**src/rtl/lgn_pkg.sv**
```systemverilog
// lgn_pkg: shared constants, widths and codes for the lattice gradient noise block.
// Depends on nothing; used by lgn_mul and lattice_gradient_noise in rtl/.
package lgn_pkg;

    localparam int GRAD_ENTRIES = 512;
    localparam int PERM_ENTRIES = 4096;
    localparam int MAX_OCTAVES  = 8;

    localparam int GRAD_AW = $clog2(GRAD_ENTRIES);
    localparam int PERM_AW = $clog2(PERM_ENTRIES);
    localparam int CELL_W  = 12;
    localparam int LVL_W   = $clog2(MAX_OCTAVES + 1);

    // shared multiplier operand and product widths
    localparam int MUL_A_W = 35;
    localparam int MUL_B_W = 19;
    localparam int MUL_P_W = MUL_A_W + MUL_B_W;

    localparam int ACC_W  = 56;  // exact Q47 corner sum
    localparam int GSUM_W = 26;  // octave sum of gradient components

    typedef enum logic [2:0] {
        OP_LOAD_HASH = 3'd0,
        OP_LOAD_GRAD = 3'd1,
        OP_NOISE     = 3'd2,
        OP_GRAD      = 3'd3,
        OP_TURB      = 3'd4,
        OP_GRAD_TURB = 3'd5
    } op_t;

    typedef enum logic [1:0] {
        CFG_OFFSET_X = 2'd0,
        CFG_OFFSET_Y = 2'd1,
        CFG_OFFSET_Z = 2'd2
    } cfg_idx_t;

endpackage

```
**src/rtl/lgn_mul.sv**
```systemverilog
// lgn_mul: the shared signed multiplier, product registered.
// Depends on lgn_pkg for operand widths.
module lgn_mul (
    input  logic                               aclk,
    input  logic signed [lgn_pkg::MUL_A_W-1:0] a,
    input  logic signed [lgn_pkg::MUL_B_W-1:0] b,
    output logic signed [lgn_pkg::MUL_P_W-1:0] p
);

    logic signed [lgn_pkg::MUL_P_W-1:0] prod_reg;

    always_ff @(posedge aclk) begin
        prod_reg <= a * b;
    end

    assign p = prod_reg;

endmodule

```
**config.mk**
```make
export PLATFORM = sky130hd
export DESIGN_NAME = lgn_mul
export DESIGN_NICKNAME = d
export VERILOG_FILES = /design/src/rtl/lgn_pkg.sv /design/src/rtl/lgn_mul.sv
export SDC_FILE = /design/constraint.sdc
export NUM_CORES = 2
export LEC_CHECK = 0
export BUFFER_PORTS_ARGS = -buffer_cell sky130_fd_sc_hd__buf_2
export CAP_MARGIN = 20
export CORE_UTILIZATION = 65
export CTS_BUF_LIST = sky130_fd_sc_hd__clkbuf_8
export CTS_CLUSTER_DIAMETER = 120
export DETAILED_ROUTE_END_ITERATION = 10
export GPL_ROUTABILITY_DRIVEN = 0
export GPL_TIMING_DRIVEN = 1
export PLACE_DENSITY = 0.81
export SKIP_CTS_REPAIR_TIMING = 1
export SLEW_MARGIN = 20
export SYNTH_ARGS = -nofsm -noshare
export SYNTH_HDL_FRONTEND = slang
export SYNTH_SLANG_ARGS = --single-unit
```
**constraint.sdc**
```tcl
create_clock -name aclk -period 9.93 [get_ports aclk]
set_clock_uncertainty 0.15 [all_clocks]
set_input_delay 0.4965 -clock aclk [delete_from_list [all_inputs] [get_ports aclk]]
set_output_delay 0.4965 -clock aclk [all_outputs]
set_load 0.05 [all_outputs]
```
-- After elaboration in Yosys (flattened, before gate mapping)
Index checks and enable logic that the tools add are counted.
- logic and storage cells: 2
- register bits: 54
- multipliers: 1
- operators by type and width (operator ; number):
    multiplier 35 x 19 -> 54 bit ; 1

-- Depth between registers and ports, before layout
- depth in word-level cells: 1
- gate-level depth with buffers: 25

-- Worst setup path after synthesis
Ideal clock, no wire load.
- path type: in2reg
- from: input a[34] (netlist name)
- to: register prod_reg (netlist bit p[51])
- buffers on the path: 3
- data arrival time: 6464 ps
- stages on the path: 25
- path slack: 3184 ps
- cell sequence: clkbuf_1 -> clkbuf_1 -> nand2_1 -> inv_1 -> fa_1 -> inv_1 -> fa_1 -> fa_1 -> inv_1 -> fa_1 -> inv_1 -> fa_1 -> inv_1 -> fa_1 -> ha_1 -> ha_1 -> clkbuf_1 -> a21o_1 -> a21oi_1 -> nor2b_1 -> o21ai_0 -> a21oi_1 -> a211oi_1 -> o41ai_2 -> xor2_1
- longest elaborated chain between the ends: 1
- RTL lines (what ; RTL line ; source):
    start: declaration ; lgn_mul.sv:5 ; input logic signed [lgn_pkg::MUL_A_W-1:0] a,
    multiplier 35 x 19 -> 54 bit ; lgn_mul.sv:13 ; prod_reg <= a * b;
    end signal: assignment ; lgn_mul.sv:13 ;
    end: declaration ; lgn_mul.sv:10 ; logic signed [lgn_pkg::MUL_P_W-1:0] prod_reg;
No other way between the ends.

-- Final worst setup path
- from: input b[10] (netlist name)
- to: register prod_reg (netlist bit p[49])
- longest elaborated chain between the ends: 1
- RTL lines (what ; RTL line ; source):
    start: declaration ; lgn_mul.sv:6 ; input logic signed [lgn_pkg::MUL_B_W-1:0] b,
    multiplier 35 x 19 -> 54 bit ; lgn_mul.sv:13 ;
No other way between the ends.

==> impl_metrics.json <==
{
  "outcome": "finished, final reports clean",
  "holdCritStartpoint": "a[0]",
  "first_iter_violations": 1287,
  "io_pins": 109,
  "synth-edff-count": 0,
  "die_x_um": 194,
  "synth_warnings": 0,
  "hpwlAfterDp_um": 47400,
  "crit_slowest_cell": "buf_2",
  "placedCellCount": 2993,
  "holdPathEnd": "p[0]$_DFF_P_",
  "period_needed_ps": 7570,
  "antenna_left": 0,
  "grtUsageMet3": 0.0872,
  "avgSynthCellArea_um2": 9.41,
  "antenna_found_initial": 3,
  "seq_area_frac_synth": 0.0453,
  "cap_violations": 0,
  "cts_buffers": 5,
  "clkSlewWorstSetupHoldPaths_ps": 120,
  "drive_above_1_share": 0.0531,
  "synthFlopType": "dfxtp_1",
  "fmax_mhz": 132,
  "critPathMostFrequentCell": "fa_1",
  "end_kind": "register",
  "viasPerCell": 5.71,
  "cts_sinks": 54,
  "tns_ps": 0,
  "arrival_ps": 7690,
  "synthCells": 2535,
  "synth-seq-cells": 54,
  "cp_max_fo": 35,
  "rsz0062_at_grt": "no",
  "grt_pass1_vias": 19800,
  "track_usage": 0.335,
  "use_met2": 0.581,
  "grt_pass1_wl_um": 98100,
  "fin_crit_sh": 0.762,
  "synth.distinct_cells": 62,
  "slew_viol_final": 0,
  "synth_area_um2": 23900,
  "tightest_slew_ps": 977,
  "core_um2": 35800,
  "hp-class": "input port to register",
  "timing.hold.ws_ps": 462,
  "finalSetupViolCount": 0,
  "start_util": 0.666,
  "overflow": 0,
  "area_delta_synth_final_pct": 3.25,
  "hold_viol_final": 0,
  "cp_slowest_stage_delay_ps": 670,
  "relSlewSlack": 0.349,
  "hold-path-cell-count": 2,
  "start_kind": "input port",
  "grt_use_met1": 0.399,
  "wirelength_um": 58300,
  "async_flop_share": 0,
  "fin_cells": 3002,
  "worstSetupPathType": "input port to register",
  "rows": 69,
  "cts_buffer_depth": 2,
  "dieArea_um2": 37500,
  "wl_per_cell_um": 19.4,
  "cts_root_buf": "clkbuf_8",
  "finalNetCount": 3380,
  "grt-busiest-layer": "met2",
  "io_buffers": 108,
  "die_h_um": 194,
  "syn_nets": 3376,
  "cts_tree": "yes",
  "drc": 0,
  "vias": 17200,
  "grt_max_degree": 37,
  "largest_reg_flops": 54,
  "worstPathRequired_ps": 10050,
  "critical_path.cell_chain": "buf_2 > nand2_1 > fa_1 > inv_1 > fa_1 > inv_1 > fa_1 > inv_1 > fa_1 > fa_1 > fa_1 > fa_1 > ha_1 > a211o_1 > a21oi_1 > nand2_1 > o21ai_2 > a21oi_1 > a21boi_1 > a21boi_0 > o2111a_1 > a211oi_1",
  "cts-htree-levels": 2,
  "drt_pass1_iterations": 6
}
-- metal layers --
| layer | part of all wire | vias up |
|---|---|---|
| li1 | - | 7345 |
| met1 | 0.36 | 8820 |
| met2 | 0.51 | 804 |
| met3 | 0.098 | 184 |
| met4 | 0.037 | 0 |
| met5 | 0 | - |
-- cells by family (layout without fill, tap and decap cells) --
kind of cell | after synthesis | count (layout) | share of synthesized area
adder cells (fa/ha/maj) | 786 | 786 | 0.614
other | 0 | 1 | 0
flip-flops | 54 | 54 | 0.0453
AO/OA/AOI/OAI | 164 | 164 | 0.0464
AND/OR/NAND/NOR | 770 | 770 | 0.161
multiplexers | 1 | 1 | 0.000472
XOR/XNOR | 55 | 55 | 0.0202
buffers and inverters | 705 | 710 | 0.113
-- per-stage QoR --
step | utilization | instance area [µm²] | worst slack, ps
floorplan | - | 23900 | 3180
global route | 0.688 | 24600 | 2100
detailed placement | 0.685 | 24500 | 2160
finish | 0.688 | 24600 | 2360
CTS | 0.688 | 24600 | 2510
global placement | 0.685 | 24500 | 2330
-- worst max-delay path by stage --
stage / from / endpoint / slack (ps) / cells past startpoint
2_1_floorplan: a[34] / p[51]$_DFF_P_ / 3180 / 25
3_3_place_gp: b[10] / p[49]$_DFF_P_ / 2330 / 22
3_5_place_dp: b[10] / p[48]$_DFF_P_ / 2160 / 20
4_1_cts: b[10] / p[49]$_DFF_P_ / 2510 / 22
5_1_grt: b[2] / p[48]$_DFF_P_ / 2100 / 23
6_report: b[10] / p[49]$_DFF_P_ / 2360 / 22
-- synthesized netlist by cell type, drive strengths merged (3+ instances only) --
cell type  instances  area (µm²)
a211oi             7        52.6
buf                3        38.8
a211o              3        27.5
nand4              6        37.5
o21ai             32         164
a21oi             47         239
a31oi              9        56.3
ha               145        1810
and3               3        20.0
o21a               6        45.0
nor2              29         109
nand3              8        40.0
a41oi              3        33.8
nand2b            10        62.6
xor2              12         105
dfxtp             54        1080
clkbuf           111         437
nand2            364        1370
o21bai             9        67.6
a21boi             7        52.6
a21o              23         173
and2             301        1890
fa               641       12800
inv              590        2210
nor3               9        45.0
nor2b             34         213
xnor2             43         377
-- worst max-delay path, delay by kind of cell --
kind / cells / cell delay, ps
adders and majority gates: 8 / 3780
AOI/OAI and AO/OA: 8 / 2250
buffers and inverters: 4 / 830
and+or+nand+nor: 2 / 300
-- layout make-up --
cell class                      count  area [µm²]
Timing Repair Buffer              112         571
Inverter                          590        2210
Sequential cell                    54        1080
Clock inverter                      3        41.3
Antenna cell                        1        2.50
Clock buffer                        5        68.8
Multi-Input combinational cell   1776       20100
Fill cell                        2655       11200
Tap cell                          461         577
-- cells in the final DEF (no fill, tap or decap), types with 34 or more instances in the layout --
cell     count
dfxtp_1     54
ha_1       145
fa_1       641
buf_2      108
inv_1      591
nand2_1    363
nor2b_1     34
a21oi_1     46
and2_1     299
xnor2_1     43
Power is left out: the tool's default activity adds up to more than one toggle a clock period on the data nets, which glitch-free logic cannot reach.
